$ cat src/hdl/gcsp_pkg.sv
package gcsp_pkg;

    // Table geometry default; the top level carries it as a parameter.
    localparam int TABLE_SLOTS_DEF = 2048;

    // Atlas geometry (fixed by the port widths of the atlas fields).
    localparam int ATLAS_COLUMNS    = 512;
    localparam int ATLAS_START_ROWS = 256;
    localparam int ATLAS_MAX_ROWS   = 4096;
    localparam int FONT_SLOTS       = 8;
    localparam int PAD_CELLS        = 1;

    // Stored key: (font + 1) in 4 bits, size in 16 bits, codepoint in 21 bits.
    localparam int KEY_W = 41;

    localparam logic [63:0] HASH_MULT = 64'd1099511628211;

    typedef enum logic [1:0] {
        STATUS_HIT     = 2'd0,
        STATUS_PLACED  = 2'd1,
        STATUS_ADVANCE = 2'd2,
        STATUS_FULL    = 2'd3
    } status_t;

    typedef struct packed {
        logic [8:0]  x;
        logic [11:0] y;
        logic [9:0]  w;
        logic [12:0] h;
        logic        rendered;
    } place_t;

    typedef struct packed {
        logic        start;
        logic [9:0]  w;
        logic [12:0] h;
    } shelf_cmd_t;

    typedef struct packed {
        logic        done;
        logic        placed;
        logic [8:0]  x;
        logic [11:0] y;
        logic [12:0] rows;
    } shelf_rsp_t;

    // Low 16 bits of key * HASH_MULT. The low bits of a product depend only on
    // the low bits of its operands, and the key's low 16 bits are codepoint bits.
    function automatic logic [15:0] hash_low(input logic [15:0] key_low);
        logic [31:0] prod;
        prod = 32'(key_low) * 32'(HASH_MULT[15:0]);
        return prod[15:0];
    endfunction

endpackage

$ cat src/hdl/gcsp_shelf.sv
module gcsp_shelf import gcsp_pkg::*; (
    input  logic       clk,
    input  logic       rst_n,
    input  shelf_cmd_t cmd,
    output shelf_rsp_t rsp
);

    typedef enum logic [1:0] {
        SH_IDLE = 2'b01,
        SH_GROW = 2'b10
    } sh_state_t;

    localparam logic [10:0] COLS_X     = 11'(ATLAS_COLUMNS);
    localparam logic [12:0] START_ROWS = 13'(ATLAS_START_ROWS);
    localparam logic [12:0] HALF_MAX   = 13'(ATLAS_MAX_ROWS / 2);

    sh_state_t   state_reg, state_next;
    logic [9:0]  col_reg, col_next;
    logic [12:0] row_reg, row_next;
    logic [12:0] sh_reg, sh_next;
    logic [12:0] atlas_reg, atlas_next;
    logic [12:0] rows_reg, rows_next;
    logic [13:0] need_reg, need_next;
    logic [9:0]  w_reg, w_next;
    logic [12:0] h_reg, h_next;

    logic        bad_box;
    logic        wrap;
    logic [12:0] atlas_eff;
    logic [9:0]  col1;
    logic [12:0] row1;
    logic [12:0] sh1;
    logic [13:0] need;
    logic [9:0]  base_col;
    logic [12:0] base_row;
    logic [12:0] base_sh;
    logic [9:0]  use_w;
    logic [12:0] use_h;
    logic [9:0]  col_place;
    logic [13:0] h_pad;
    logic [12:0] sh_place;

    always_comb
    begin
        bad_box   = (cmd.w == '0) || (cmd.h == '0) || ({1'b0, cmd.w} > COLS_X);
        atlas_eff = (atlas_reg == '0) ? START_ROWS : atlas_reg;
        wrap      = ({1'b0, col_reg} + {1'b0, cmd.w}) > COLS_X;
        col1      = wrap ? '0 : col_reg;
        row1      = wrap ? row_reg + sh_reg : row_reg;
        sh1       = wrap ? '0 : sh_reg;
        need      = {1'b0, row1} + {1'b0, cmd.h};

        // Place from the freshly wrapped shelf, or from the stored one after growth.
        if (state_reg == SH_IDLE)
        begin
            base_col = col1;
            base_row = row1;
            base_sh  = sh1;
            use_w    = cmd.w;
            use_h    = cmd.h;
        end
        else
        begin
            base_col = col_reg;
            base_row = row_reg;
            base_sh  = sh_reg;
            use_w    = w_reg;
            use_h    = h_reg;
        end
        col_place = base_col + use_w + 10'(PAD_CELLS);
        h_pad     = {1'b0, use_h} + 14'(PAD_CELLS);
        sh_place  = (h_pad > {1'b0, base_sh}) ? h_pad[12:0] : base_sh;

        state_next = state_reg;
        col_next   = col_reg;
        row_next   = row_reg;
        sh_next    = sh_reg;
        atlas_next = atlas_reg;
        rows_next  = rows_reg;
        need_next  = need_reg;
        w_next     = w_reg;
        h_next     = h_reg;

        rsp.done   = 1'b0;
        rsp.placed = 1'b0;
        rsp.x      = base_col[8:0];
        rsp.y      = base_row[11:0];
        rsp.rows   = atlas_reg;

        unique case (state_reg)
            SH_IDLE:
            begin
                if (cmd.start)
                begin
                    if (bad_box)
                    begin
                        rsp.done = 1'b1;
                    end
                    else
                    begin
                        atlas_next = atlas_eff;
                        col_next   = col1;
                        row_next   = row1;
                        sh_next    = sh1;
                        if (need <= {1'b0, atlas_eff})
                        begin
                            col_next   = col_place;
                            sh_next    = sh_place;
                            rsp.done   = 1'b1;
                            rsp.placed = 1'b1;
                        end
                        else
                        begin
                            rows_next  = atlas_eff;
                            need_next  = need;
                            w_next     = cmd.w;
                            h_next     = cmd.h;
                            state_next = SH_GROW;
                        end
                    end
                end
            end
            SH_GROW:
            begin
                // Double one step per cycle; give up past the row limit.
                if ({1'b0, rows_reg} >= need_reg)
                begin
                    atlas_next = rows_reg;
                    col_next   = col_place;
                    sh_next    = sh_place;
                    rsp.done   = 1'b1;
                    rsp.placed = 1'b1;
                    state_next = SH_IDLE;
                end
                else if (rows_reg > HALF_MAX)
                begin
                    rsp.done   = 1'b1;
                    state_next = SH_IDLE;
                end
                else
                begin
                    rows_next = {rows_reg[11:0], 1'b0};
                end
            end
            default:
            begin
                state_next = SH_IDLE;
            end
        endcase
    end

    always_ff @(posedge clk or negedge rst_n)
    begin
        if (!rst_n)
        begin
            state_reg <= SH_IDLE;
            col_reg   <= '0;
            row_reg   <= '0;
            sh_reg    <= '0;
            atlas_reg <= '0;
        end
        else
        begin
            state_reg <= state_next;
            col_reg   <= col_next;
            row_reg   <= row_next;
            sh_reg    <= sh_next;
            atlas_reg <= atlas_next;
        end
    end

    always_ff @(posedge clk)
    begin
        rows_reg <= rows_next;
        need_reg <= need_next;
        w_reg    <= w_next;
        h_reg    <= h_next;
    end

endmodule

$ cat config.mk
export PLATFORM = sky130hd
export DESIGN_NAME = gcsp_shelf
export DESIGN_NICKNAME = d
export VERILOG_FILES = /design/src/hdl/gcsp_pkg.sv /design/src/hdl/gcsp_shelf.sv
export SDC_FILE = /design/constraint.sdc
export NUM_CORES = 1
export LEC_CHECK = 0
export ABC_CLOCK_PERIOD_IN_PS = 11660
export BUFFER_PORTS_ARGS = -buffer_cell sky130_fd_sc_hd__buf_2
export CORE_MARGIN = 5
export CORE_UTILIZATION = 35
export CTS_CLUSTER_DIAMETER = 150
export CTS_CLUSTER_SIZE = 30
export DETAILED_ROUTE_END_ITERATION = 10
export PLACE_DENSITY = 0.5
export SYNTH_ARGS = -nofsm -noshare
export SYNTH_HDL_FRONTEND = slang
export SYNTH_SLANG_ARGS = --single-unit
$ cat constraint.sdc
create_clock -name clk -period 11.66 [get_ports clk]
set_input_delay 1.166 -clock clk [delete_from_list [all_inputs] [get_ports clk]]
set_output_delay 1.166 -clock clk [all_outputs]
set_load 0.1 [all_outputs]
==> impl_metrics.py <==
metrics = {
    "status": {
        "status": "completed",
    },
    "yosys": {
        "synth.most_common_cell": "ha_1",
        "syn_area_per_cell_um2": 9.845,
        "synth_edf_count": 50,
        "synth_commonest_cells": "ha_1 (86), nand2_1 (70), inv_1 (66)",
        "ys_warn_count": 0,
        "netlist_instances": 775,
        "synth_flop_cell": "edfxtp_1",
        "synth.distinct_cells": 74,
        "ys_seq_area_frac": 0.3642,
        "ys_async_sr_fraction": 0.5050,
        "syn-num-nets": 891,
        "synth_top_cells_by_area": "edfxtp_1 (20%), dfrtp_1 (16%), ha_1 (14%)",
        "synth_area_um2": 7630,
        "synth_top_cell_by_area": "edfxtp_1",
        "synth_top_area_frac": 0.1968,
        "yosys_register_bits": 101,
    },
    "worst_setup_path": {
        "r2r_end": "sh_reg[7]",
        "crit_family": "compound AO/OA/AOI/OAI gates",
        "critPathMaxStageDelay_ps": 540,
        "end_kind": "primary output",
        "worstSetupPathType": "in2out",
        "r2r_setup_slack_ps": 3620,
        "worstPathMaxFanout": 16,
        "rr_startpoint": "col_reg[0]",
        "critPathArrivalTime_ps": 8270,
        "worst-path-buf-inv": 3,
        "reg2regPathDepth": 31,
        "start_kind": "input pin",
        "cp.required_ps": 10490,
        "cp_slowest_cell": "a21oi_1",
        "startpoint": "cmd[13]",
    },
    "global_routing": {
        "grt_pass1_wl_um": 32770,
        "grt_start_max_net_pins": 52,
        "grt_overflow": 0,
        "grt_usage": 0.1686,
        "first_global_vias": 5864,
        "antenna_found_initial": 0,
    },
    "sta": {
        "maxSlewViolCount": 0,
        "min_period_over_period": 0.8093,
        "finalHoldViolCount": 0,
        "worst_pin_slew_ps": 925.9,
        "clock_skew_ps": 10.58,
        "finalCriticalPeriod_ps": 9436,
        "setup_viol": 0,
        "relSlewSlack": 0.3804,
        "tns_ps": 0,
        "rsz0062_at_grt": "false",
        "fmax_mhz": 106.0,
    },
    "die": {
        "die-area_um2": 24850,
        "die_width_um": 157.6,
        "core_um2": 21620,
        "rows": 54,
        "pin_count": 62,
        "start_util": 0.3529,
        "die_h_um": 157.6,
    },
    "clock_network": {
        "cts_resized": 0,
        "cts-buffers-inserted": 9,
        "clk_pin_slew_ps": 70,
        "post-cts-setup-buffer-count": 0,
        "cts_root_buf": "clkbuf_16",
        "clk_path_buf_depth": 2,
        "cts_max_level": 3,
        "clock-sinks": 101,
        "worstSkewPairLatency_ps": 360,
        "ctsHoldBuffers": 0,
        "cts_tree": "yes",
    },
    "final_layout": {
        "drive_above_1_share": 0.1819,
        "num_antenna_cells": 0,
        "syn_to_final_growth_pct": 12.63,
        "largest_register_ffs": 14,
        "fin_nets": 952,
    },
    "route": {
        "viasPerCell": 5.181,
        "routed_wl_um": 20430,
        "num_vias": 5808,
        "wl_per_cell_um": 18.23,
        "drtIter0Drc": 326,
        "dr.pass1.iters": 4,
        "ant_nets": 0,
        "drc": 0,
    },
    "hold_path": {
        "worstHoldEndpoint": "row_reg[12]",
        "min_path_cells": 1,
        "hold_path_class": "reg2reg",
        "min_from": "row_reg[12]",
    },
    "place": {
        "port_buffers": 61,
        "place_hpwl_um": 15830,
        "place_congestion": 0.8523,
    },
    "run": {
        "timing.max_cap.violations": 0,
    },
}
==> metrics by stage <==
step	setup WS, ps	instances	instance area (um^2)	util	hold WS, ps
2_1_floorplan	2242	775	7630	-	466.2
3_3_place_gp	2317	1105	8270	0.3825	486.6
3_5_place_dp	2195	1105	8270	0.3825	490.0
4_1_cts	2177	1121	8593	0.3975	499.6
5_1_grt	1694	1121	8593	0.3975	512.5
6_report	2224	1121	8593	0.3975	498.8
==> routing by layer <==
metal  track usage  vias up  wire, um
met1        0.2362     2785     10120
met3       0.01586       15       330
met2        0.2791       59      9699
met4       0.04629        0       279
met5             0        -         0
li1              -     2949         -
==> kinds of logic after synthesis <==
logic type / Yosys count / synth area share
mux: 57 / 0.08445
flops: 101 / 0.3642
buf+inv: 86 / 0.04411
compound gates: 195 / 0.1728
fa+ha+maj: 90 / 0.1515
xor+xnor: 49 / 0.05625
simple gates: 197 / 0.1266
==> cell type report <==
cell class / instances / area (um^2)
repair buffers: 69 / 365.4
clock buffers: 9 / 225.2
multi-input cells: 588 / 4524
inverters: 67 / 251.5
clock inverters: 7 / 97.59
well taps: 280 / 350.3
flip-flops and latches: 101 / 2779
fillers: 2190 / 13030
==> cell usage in the layout (no fill, tap or decap), types with 4 or more instances in the layout <==
master | Yosys | final
a211oi_1 | 5 | 5
a21o_1 | 19 | 19
a21oi_1 | 37 | 37
a22o_1 | 6 | 6
a31oi_1 | 5 | 5
and2_1 | 10 | 10
buf_2 | 5 | 61
buf_4 | 0 | 8
clkbuf_16 | 0 | 9
dfrtp_1 | 50 | 50
edfxtp_1 | 50 | 50
fa_1 | 4 | 4
ha_1 | 86 | 85
inv_1 | 66 | 66
mux2_2 | 43 | 43
mux2_4 | 4 | 4
mux2i_1 | 10 | 10
nand2_1 | 70 | 70
nand3_1 | 18 | 18
nand4_1 | 10 | 10
nor2_1 | 36 | 35
nor2b_1 | 10 | 10
nor3_1 | 11 | 11
nor4_1 | 8 | 8
o211ai_1 | 5 | 5
o21a_1 | 10 | 10
o21ai_0 | 47 | 47
o21ai_1 | 9 | 9
o21bai_1 | 8 | 8
o221ai_1 | 4 | 4
or2_2 | 5 | 5
xnor2_1 | 29 | 29
xor2_1 | 20 | 20
==> how the worst max path moves through the flow <==
stage,end,slack [ps],cells past startpoint
4_1_cts,rsp[35],2180,32
3_3_place_gp,rsp[35],2320,32
2_1_floorplan,rows_reg[0],2240,30
3_5_place_dp,rsp[35],2200,32
5_1_grt,rsp[35],1690,32
6_report,rsp[35],2220,32
Power is left out: the tool's default activity adds up to more than one toggle a clock period on the data nets, which glitch-free logic cannot reach.
