<file path="src/hdl/gcsp_ram.sv">
module gcsp_ram #(
    parameter int WIDTH = 8,
    parameter int DEPTH = 16
) (
    input  logic                     clk,
    input  logic                     we,
    input  logic [$clog2(DEPTH)-1:0] waddr,
    input  logic [WIDTH-1:0]         wdata,
    input  logic [$clog2(DEPTH)-1:0] raddr,
    output logic [WIDTH-1:0]         rdata
);

    logic [WIDTH-1:0] mem [DEPTH];

    always_ff @(posedge clk)
    begin
        if (we)
        begin
            mem[waddr] <= wdata;
        end
        rdata <= mem[raddr];
    end

endmodule

</file>
<file path="config.mk">
export PLATFORM = sky130hd
export DESIGN_NAME = gcsp_ram
export DESIGN_NICKNAME = d
export VERILOG_FILES = /design/src/hdl/gcsp_ram.sv
export SDC_FILE = /design/constraint.sdc
export NUM_CORES = 1
export LEC_CHECK = 0
export ABC_CLOCK_PERIOD_IN_PS = 2100
export BUFFER_PORTS_ARGS = -buffer_cell sky130_fd_sc_hd__buf_2
export CORE_MARGIN = 3
export CORE_UTILIZATION = 55
export DETAILED_ROUTE_END_ITERATION = 10
export PLACE_DENSITY_LB_ADDON = 0.12
export SYNTH_ARGS = -nofsm -noshare
export SYNTH_HDL_FRONTEND = slang
export SYNTH_SLANG_ARGS = --single-unit
</file>
<file path="constraint.sdc">
create_clock -name clk -period 2.1 [get_ports clk]
set_input_delay 0 -clock clk [delete_from_list [all_inputs] [get_ports clk]]
set_output_delay 0 -clock clk [all_outputs]
set_load 0.1 [all_outputs]
</file>
==> results.py, run 1 <==
metrics = {
    "cts": {
        "path_clk_slew_ns": 0.06,
        "cts_tree": "yes",
        "htreeDepth": 4,
        "cts.sinks": 136,
        "cts-buffers-inserted": 17,
        "clk-insertion-delay-late_ns": 0.51,
        "clockRootBuffer": "clkbuf_8",
        "ctsLongestPathBuffers": 2,
    },
    "setup_path": {
        "critPathLaunchType": "flip-flop",
        "cp_max_fo": 1,
        "setup.worst_path.end_class": "flip-flop",
        "crit_slowest_cell": "mux4_1",
        "path_cells": "mux4_1 -> a22oi_1 -> nand2_1",
        "cp_top_family": "multiplexers",
        "required_ns": 2.49,
        "criticalPathCategory": "flip-flop to flip-flop",
        "critPathBufInv": 0,
        "worstPathArrival_ns": 1.86,
        "max_stage_delay_ns": 0.51,
    },
    "final_layout": {
        "instances_no_fill": 415,
        "area_delta_synth_final_pct": 20.3,
        "drive_gt1_share_pct": 30.6,
        "finalNetCount": 312,
        "diodes": 0,
        "stdcell_area_sq_mm": 0.00619,
        "fin_util_pct": 69.6,
    },
    "timing": {
        "period_needed_ns": 1.47,
        "worstMarginPinSlew_ns": 0.497,
        "finalHoldViolCount": 0,
        "fmax_ghz": 0.680,
        "finClkSkew_ns": 0.00778,
        "setup_tns_ns": 0,
        "finalCritPeriodShare_pct": 70.1,
        "setup_violations": 0,
        "drv_slew": 0,
        "rsz0062_at_grt": "false",
        "relSlewSlack_pct": 66.9,
    },
    "power": {
        "power.leakage_nw": 2.14,
        "switching_share_pct": 20.9,
        "power.switching_mw": 1.35,
        "power_mw": 6.44,
        "p_clk_share_pct": 46.0,
        "p_comb_share_pct": 6.6,
        "pwr_density_cell_mw_per_mm2": 1040,
        "p_int_mw": 5.09,
        "p_seq_share_pct": 47.4,
        "irDropWorstVdd_uv": 543,
    },
    "detailed_routing": {
        "vias_per_cell": 6.11,
        "first_pass_iters": 4,
        "top_layer_used": "met4",
        "wl_met2_um": 4980,
        "antenna_left": 0,
        "post_drt_wl_per_cell_um": 24.3,
        "totalWireLength_um": 10100,
        "met3_length_um": 552,
        "met1_length_um": 4470,
        "vias": 2535,
        "dr.first_iter.drc_count": 188,
        "drt_drc_violations_left": 0,
    },
    "floorplan": {
        "num_rows": 34,
        "start_util_pct": 57.9,
        "die-area_sq_mm": 0.0106,
        "coreArea_sq_mm": 0.00889,
        "io-pin-count": 26,
        "die_height_um": 103,
        "die_x_um": 103,
    },
    "yosys": {
        "synthArstFlopShare_pct": 0,
        "yosysWarningCount": 0,
        "synth_cell_types": 19,
        "yosys-top-cells-area": "edfxtp_1 (75%), mux4_2 (7.9%), mux4_1 (7.1%), dfxtp_1 (3.1%), a22oi_1 (2.3%)",
        "yosysTopAreaCell": "edfxtp_1",
        "ys_seq_area_share_pct": 77.8,
        "synth_flop_cell": "edfxtp_1",
        "syn_area_sq_mm": 0.00515,
        "synth_cells": 229,
        "synth_edf_count": 128,
        "syn_area_per_cell_sq_um": 22.5,
        "synth-seq-cells": 136,
        "synth_top_area_share_pct": 74.7,
        "syn_nets": 247,
    },
    "grt": {
        "grt_max_degree": 28,
        "grt_pass1_wl_um": 15400,
        "antenna_found_initial": 0,
        "grt_use_total_pct": 21.5,
        "grt_pass1_vias": 2561,
        "overflow": 0,
    },
    "placement": {
        "io_buffers": 25,
        "dpl.hpwl_um": 6200,
        "placed_cell_area_sq_mm": 0.00550,
        "gp_congestion": 0.722,
        "dp_cells": 374,
    },
    "status": {
        "status": "finished clean",
    },
    "run": {
        "cap_violations": 0,
    },
    "worst_hold_path": {
        "hp-class": "input pin to flip-flop",
    },
}
## routing by layer
layer	vias up	GRT usage (%)
met2	85	31.6
met3	7	5.07
li1	1109	-
met1	1334	32.1
met4	0	8.37
met5	-	0
## cell usage in the layout (no fill, tap or decap), types with 2 or more instances in the layout
cell             n
nand3b_1         2
clkbuf_16       16
nand2_1          9
mux4_1          14
clkinv_4         4
nand2b_1         2
a22oi_1         16
bufinv_16        4
mux4_2          18
edfxtp_1       128
nor3_1           4
clkbuf_1         3
nor2_1          13
dfxtp_1          8
clkinv_2         2
buf_2           25
buf_4           21
dlygate4sd3_1    9
## state kept, by name, summed over array words and instances (netlist names)
signal	cells
mem	128
rdata	8
## Yosys cell counts (2+ instances only)
cell type          n
nand3b_1           2
a22oi_1           16
buf_2              3
nor2_1            13
dfxtp_1            8
mux4_2            18
nand2b_1           2
edfxtp_1         128
buf_6              3
clkdlybuf4s25_2    3
nand2_1            9
mux4_1            14
nor3_1             4
## stage by stage
step | setup slack (ns) | hold WS (ns)
6_report | 0.629 | 0.0261
5_1_grt | 0.561 | 0.0160
4_1_cts | 0.614 | 0.00191
3_5_place_dp | 0.542 | 0.388
3_3_place_gp | 0.558 | 0.377
2_1_floorplan | 0.607 | 0.0989
## power by group through the flow
stage	Combinational (mW)	Sequential (mW)	Clock (mW)
after floorplan	0.154	3.24	0
after global placement	0.409	3.11	0
after detailed placement	0.414	3.11	0
after CTS	0.427	3.05	3.01
after global routing	0.448	3.06	3.14
final	0.423	3.05	2.97
## path summary, 6_finish.rpt
path | from | end | slack [ns] | depth (start not counted)
setup reg to reg | mem[1][5] | rdata[5] | 0.63 | 3
hold / removal | waddr[1] | mem[4][1] | 0.03 | 3
setup / recovery | mem[1][5] | rdata[5] | 0.63 | 3
hold reg to reg | mem[12][0] | rdata[0] | 0.69 | 3
## what timing repair did
action / 4_1_cts / 5_1_grt
resized for setup: 0 / 0
endpoints found under the hold margin: 130 / 0
buffers inserted: 0 / 0
hold buffers: 9 / 0
## worst reg2reg max path: cells and delay by family (launching register included)
family             cells  cell delay, ns
AOI/OAI and AO/OA      1            0.33
muxes                  1            0.51
and+or+nand+nor        1            0.11
DFF                    1            0.40
## area by class of cell
| type | instances | area [sq um] |
|---|---|---|
| Clock buffer | 20 | 425 |
| Sequential cell | 136 | 4000 |
| Tap cell | 108 | 135 |
| Clock inverter | 12 | 176 |
| Timing Repair Buffer | 56 | 393 |
| Fill cell | 564 | 2700 |
| Multi-Input combinational cell | 83 | 1060 |
## cell families after synthesis
family	synth area share [%]
AO/OA/AOI/OAI	2.33
buffers and inverters	1.68
flip-flops	77.8
multiplexers	15.0
AND/OR/NAND/NOR	3.18
(Power assumes the default switching activity.)
==> inputs of run 2 (changes only) <==
- ABC_CLOCK_PERIOD_IN_PS: 2100 -> 1470
- clock period: 2.1 -> 1.47 ns (I/O delays scaled with it)
==> run 2 against run 1 <==
Net effect: sequential power increased by 43%; non-clock buffer count decreased by 1; global-route usage decreased by 1.4 points; utilization down 0.32 points; via count decreased by 4.5%; power is 38% higher; sequential cell count is the same; cell count fell by 0.48%; clock-buffer cell count rose by 2; critical path type is now flip-flop to primary output; largest cell class unchanged; largest power group unchanged.
==> results.py, run 2 (synthesized netlist as in run 1, its figures left out) <==
metrics = {
    "power": {
        "pwr_density_cell_mw_per_mm2": 1440,
        "power_mw": 8.90,
        "irDropWorstVdd_uv": 906,
        "power.leakage_nw": 2.13,
    },
    "setup_path": {
        "critPathBufInv": 1,
        "criticalPathCategory": "flip-flop to primary output",
        "cp_max_fo": 1,
        "worstPathArrival_ns": 1.37,
        "critPathLaunchType": "flip-flop",
        "max_stage_delay_ns": 0.46,
        "crit_slowest_cell": "buf_2",
        "setup.worst_path.end_class": "primary output",
        "timing.rr.start": "mem[1][0]",
        "startpoint": "rdata[6]",
        "path_cells": "buf_2",
        "r2r-end": "rdata[0]",
        "cp_top_family": "buffers and inverters",
        "r2r_cells": 3,
        "r2r_slack_ns": 0.11,
        "required_ns": 1.47,
    },
    "final_layout": {
        "reg.largest.list": "mem x128, rdata x8",
        "fillCellCount": 559,
        "regMostFlops": "mem",
        "finalNetCount": 311,
        "drive_gt1_share_pct": 31.1,
        "final_cell_mix": "edfxtp_1 (128), buf_2 (25), buf_4 (19)",
        "area_delta_synth_final_pct": 19.7,
        "stdcell_area_sq_mm": 0.00616,
        "final_common_cell": "edfxtp_1",
        "diodes": 0,
        "largest_register_ffs": 128,
        "instances_no_fill": 413,
    },
    "timing": {
        "relSlewSlack_pct": 67.6,
        "rsz0062_at_grt": "false",
        "finalHoldViolCount": 0,
        "worstMarginPinSlew_ns": 0.489,
        "finalCritPeriodShare_pct": 93.2,
        "drv_slew": 0,
        "setup_violations": 0,
        "fmax_ghz": 0.730,
        "period_needed_ns": 1.37,
        "setup_tns_ns": 0,
        "finClkSkew_ns": 0.00602,
    },
    "grt": {
        "antenna_found_initial": 0,
        "busiest_layer": "met2",
        "gr-usage-met2_pct": 31.3,
        "met3_usage_pct": 4.74,
        "grt_max_degree": 33,
        "grt_pass1_wl_um": 14300,
        "grt_use_total_pct": 20.2,
        "grt_pass1_vias": 2455,
        "overflow": 0,
        "use_met1_pct": 27.5,
    },
    "cts": {
        "cts_setup_buffers": 0,
        "clockRootBuffer": "clkbuf_8",
        "holdBufCountCts": 8,
        "path_clk_slew_ns": 0.06,
        "cts_tree": "yes",
        "cts.sinks": 136,
        "post_cts_resized": 0,
        "clk-insertion-delay-late_ns": 0.51,
        "htreeDepth": 4,
        "cts-buffers-inserted": 17,
        "ctsLongestPathBuffers": 2,
    },
    "placement": {
        "gp_congestion": 0.704,
        "io_buffers": 25,
        "dpl.hpwl_um": 5930,
        "dp_cells": 374,
        "placed_cell_area_sq_mm": 0.00553,
    },
    "run": {
        "cap_violations": 0,
    },
    "detailed_routing": {
        "vias": 2422,
        "drt_drc_violations_left": 0,
        "totalWireLength_um": 9520,
        "post_drt_wl_per_cell_um": 23.1,
        "antenna_left": 0,
        "first_pass_iters": 5,
        "vias_per_cell": 5.86,
        "dr.first_iter.drc_count": 130,
    },
    "floorplan": {
        "coreArea_sq_mm": 0.00889,
        "num_rows": 34,
        "start_util_pct": 57.9,
        "die-area_sq_mm": 0.0106,
        "die_x_um": 103,
        "die_height_um": 103,
        "io-pin-count": 26,
    },
    "status": {
        "status": "finished clean",
    },
    "worst_hold_path": {
        "worstHoldPathCells": 3,
        "hold_start": "waddr[0]",
        "min_delay_worst_endpoint": "mem[0][0]",
        "hp-class": "input pin to flip-flop",
    },
}
==> run 2: through the flow <==
step                hold WS (ns)  util, %  setup WS (ns)
finish                    0.0457     69.3          0.100
CTS                       0.0158     69.3         0.0720
global placement           0.393     62.2         0.0393
global route              0.0438     69.3         0.0359
floorplan                 0.0989        -          0.204
detailed placement         0.402     62.2         0.0326
==> run 2: layout make-up <==
type | count | area (sq um) | share of cell area, %
Clock buffer | 22 | 453 | 7.35
Tap cell | 108 | 135 | 2.19
Timing Repair Buffer | 55 | 408 | 6.62
Sequential cell | 136 | 4000 | 65.0
Multi-Input combinational cell | 83 | 1060 | 17.2
Clock inverter | 9 | 100 | 1.62
==> run 2: power by group <==
group	internal [mW]	leakage (nW)	total [mW]	switching [mW]
logic	0.197	0.635	0.601	0.404
clock network	2.47	0.270	3.93	1.45
registers	4.34	1.22	4.37	0.0309
total	7.01	2.13	8.90	1.89
==> run 2: how the worst max path moves through the flow <==
stage / end / cells after the start / slack (ns)
finish: rdata[6] / 1 / 0.10
global route: rdata[0] / 3 / 0.04
CTS: rdata[0] / 3 / 0.07
detailed placement: rdata[0] / 5 / 0.03
global placement: rdata[0] / 5 / 0.04
floorplan: mem[3][0] / 2 / 0.20
==> run 2: routing by layer <==
layer	wire length, um	part of all wire (%)
met4	177	1.9
met2	4730	50
met3	456	4.8
met5	0	0
met1	4160	44
==> inputs of run 3 (changes only) <==
- ABC_CLOCK_PERIOD_IN_PS: 1470 -> 1200
- CORE_UTILIZATION: 55 -> 54
- MAX_ROUTING_LAYER: not set -> met4
- clock period: 1.47 -> 1.2 ns (I/O delays scaled with it)
==> run 3 against run 2 <==
Net effect: the run now ends with negative setup slack left; critical path type is now flip-flop to flip-flop; global-route usage increased by 0.97 points; largest cell class unchanged; sequential cell count unchanged; clock power increased by 29%; non-clock buffer count increased by 15; critical endpoint is now rdata[2].
==> results.py, run 3 (synthesized netlist as in run 1, its figures left out) <==
metrics = {
    "status": {
        "status": "complete, but fails checks",
        "failed_checks": "negative setup slack",
    },
    "cts": {
        "clk-insertion-delay-late_ns": 0.51,
        "cts-buffers-inserted": 17,
        "cts.sinks": 136,
        "ctsLongestPathBuffers": 2,
        "clockRootBuffer": "clkbuf_8",
        "path_clk_slew_ns": 0.06,
        "cts_tree": "yes",
        "htreeDepth": 4,
    },
    "timing": {
        "layout_setup_ws_ns": -0.0816,
        "setup_violations": 8,
        "fmax_ghz": 0.780,
        "period_needed_ns": 1.28,
        "finalCritPeriodShare_pct": 107,
        "rsz0062_at_grt": "true",
        "finalHoldViolCount": 0,
        "finClkSkew_ns": 0.00801,
        "drv_slew": 0,
        "worstMarginPinSlew_ns": 0.963,
        "relSlewSlack_pct": 35.6,
    },
    "power": {
        "pwr_density_cell_mw_per_mm2": 1760,
        "irDropWorstVdd_uv": 1010,
        "power.leakage_nw": 2.19,
    },
    "placement": {
        "dpl.hpwl_um": 6290,
        "placed_cell_area_sq_mm": 0.00567,
        "dp_cells": 406,
        "gp_congestion": 0.823,
        "io_buffers": 25,
    },
    "final_layout": {
        "stdcell_area_sq_mm": 0.00638,
        "reg.largest.list": "mem x128, rdata x8",
        "finalNetCount": 326,
        "largest_register_ffs": 128,
        "final_cell_mix": "edfxtp_1 (128), buf_4 (38), mux4_2 (28)",
        "area_delta_synth_final_pct": 24.0,
        "diodes": 0,
        "instances_no_fill": 447,
        "drive_gt1_share_pct": 40.2,
        "final_common_cell": "edfxtp_1",
        "regMostFlops": "mem",
    },
    "detailed_routing": {
        "totalWireLength_um": 10100,
        "vias_per_cell": 5.77,
        "post_drt_wl_per_cell_um": 22.5,
        "dr.first_iter.drc_count": 197,
        "first_pass_iters": 4,
        "vias": 2578,
        "drt_drc_violations_left": 0,
        "antenna_left": 0,
    },
    "floorplan": {
        "die_x_um": 104,
        "num_rows": 34,
        "die_height_um": 104,
        "io-pin-count": 26,
        "die-area_sq_mm": 0.0107,
        "coreArea_sq_mm": 0.00898,
        "start_util_pct": 57.3,
    },
    "grt": {
        "grt_max_degree": 20,
        "grt_pass1_wl_um": 15700,
        "grt_use_total_pct": 21.1,
        "grt_pass1_vias": 2612,
        "antenna_found_initial": 0,
        "overflow": 0,
    },
    "setup_path": {
        "crit_slowest_cell": "mux4_1",
        "path_cells": "mux4_1 -> a22oi_1 -> nand2_1",
        "critPathLaunchType": "flip-flop",
        "max_stage_delay_ns": 0.52,
        "criticalPathCategory": "flip-flop to flip-flop",
        "cp_max_fo": 1,
        "required_ns": 1.60,
        "setup.worst_path.end_class": "flip-flop",
        "worstPathArrival_ns": 1.69,
    },
    "worst_hold_path": {
        "hp-class": "input pin to flip-flop",
    },
    "run": {
        "cap_violations": 0,
    },
}
## run 3: cell count changes in the layout (fill, tap and decap cells not counted), moves of 2 or more
cell,change
a22oi_1,-9
a22oi_2,+9
clkinv_4,+2
buf_4,+19
buf_2,-8
clkinv_2,-3
buf_6,+2
mux4_2,+10
mux4_1,-10
## run 3: per-stage QoR
stage / TNS [ns] / worst slack, ns / hold slack, ns / util (%) / power, mW
floorplan: -1.98 / -0.0661 / 0.0989 / - / 5.93
finish: -0.427 / -0.0816 / 0.0253 / 71.1 / 11.2
global route: -0.802 / -0.136 / 0.0243 / 71.1 / 11.6
global placement: -3.35 / -0.253 / 0.383 / 63.2 / 6.19
CTS: -0.465 / -0.0789 / 0.000668 / 71.1 / 11.3
detailed placement: -4.01 / -0.258 / 0.392 / 63.2 / 6.20
## run 3: routing by layer
metal / global-route usage [%] / share of wire, % / up-vias
met4: 8.17 / 1.9 / 0
met1: 29.3 / 43 / 1342
met2: 31.2 / 48 / 95
met3: 4.79 / 6.8 / 17
li1: - / - / 1124
met5: - / 0 / -
## run 3: layout make-up
class	count	area [sq um]
flip-flops and latches	136	4000
fillers	564	2590
multi-input cells	83	1070
repair buffers	70	563
clock buffers	21	439
well taps	126	158
clock inverters	11	149
## run 3: path summary, 6_finish.rpt
kind	slack (ns)	depth (start not counted)	to	startpoint
setup / recovery	-0.08	3	rdata[2]	mem[10][2]
hold / removal	0.03	3	mem[0][4]	waddr[1]
setup reg to reg	-0.08	3	rdata[2]	mem[10][2]
hold reg to reg	0.67	3	rdata[7]	mem[14][7]
## run 3: power breakdown
part / switching, mW / internal (mW)
logic: 0.526 / 0.304
clock network: 1.85 / 3.22
registers: 0.0362 / 5.31
total: 2.41 / 8.84
## run 3: critical path: cells and delay by family, from the launching register on
family / cells / cell delay [ns]
muxes: 1 / 0.52
DFF: 1 / 0.36
AOI/OAI and AO/OA: 1 / 0.23
and+or+nand+nor: 1 / 0.07
## run 3: what timing repair did
action | 4_1_cts | 5_1_grt
hold buffers | 9 | 0
setup endpoints to repair | 16 | 8
buffers inserted | 0 | 0
pin swaps | 7 | 1
gates resized for setup | 27 | 2
endpoints found under the hold margin | 129 | 0
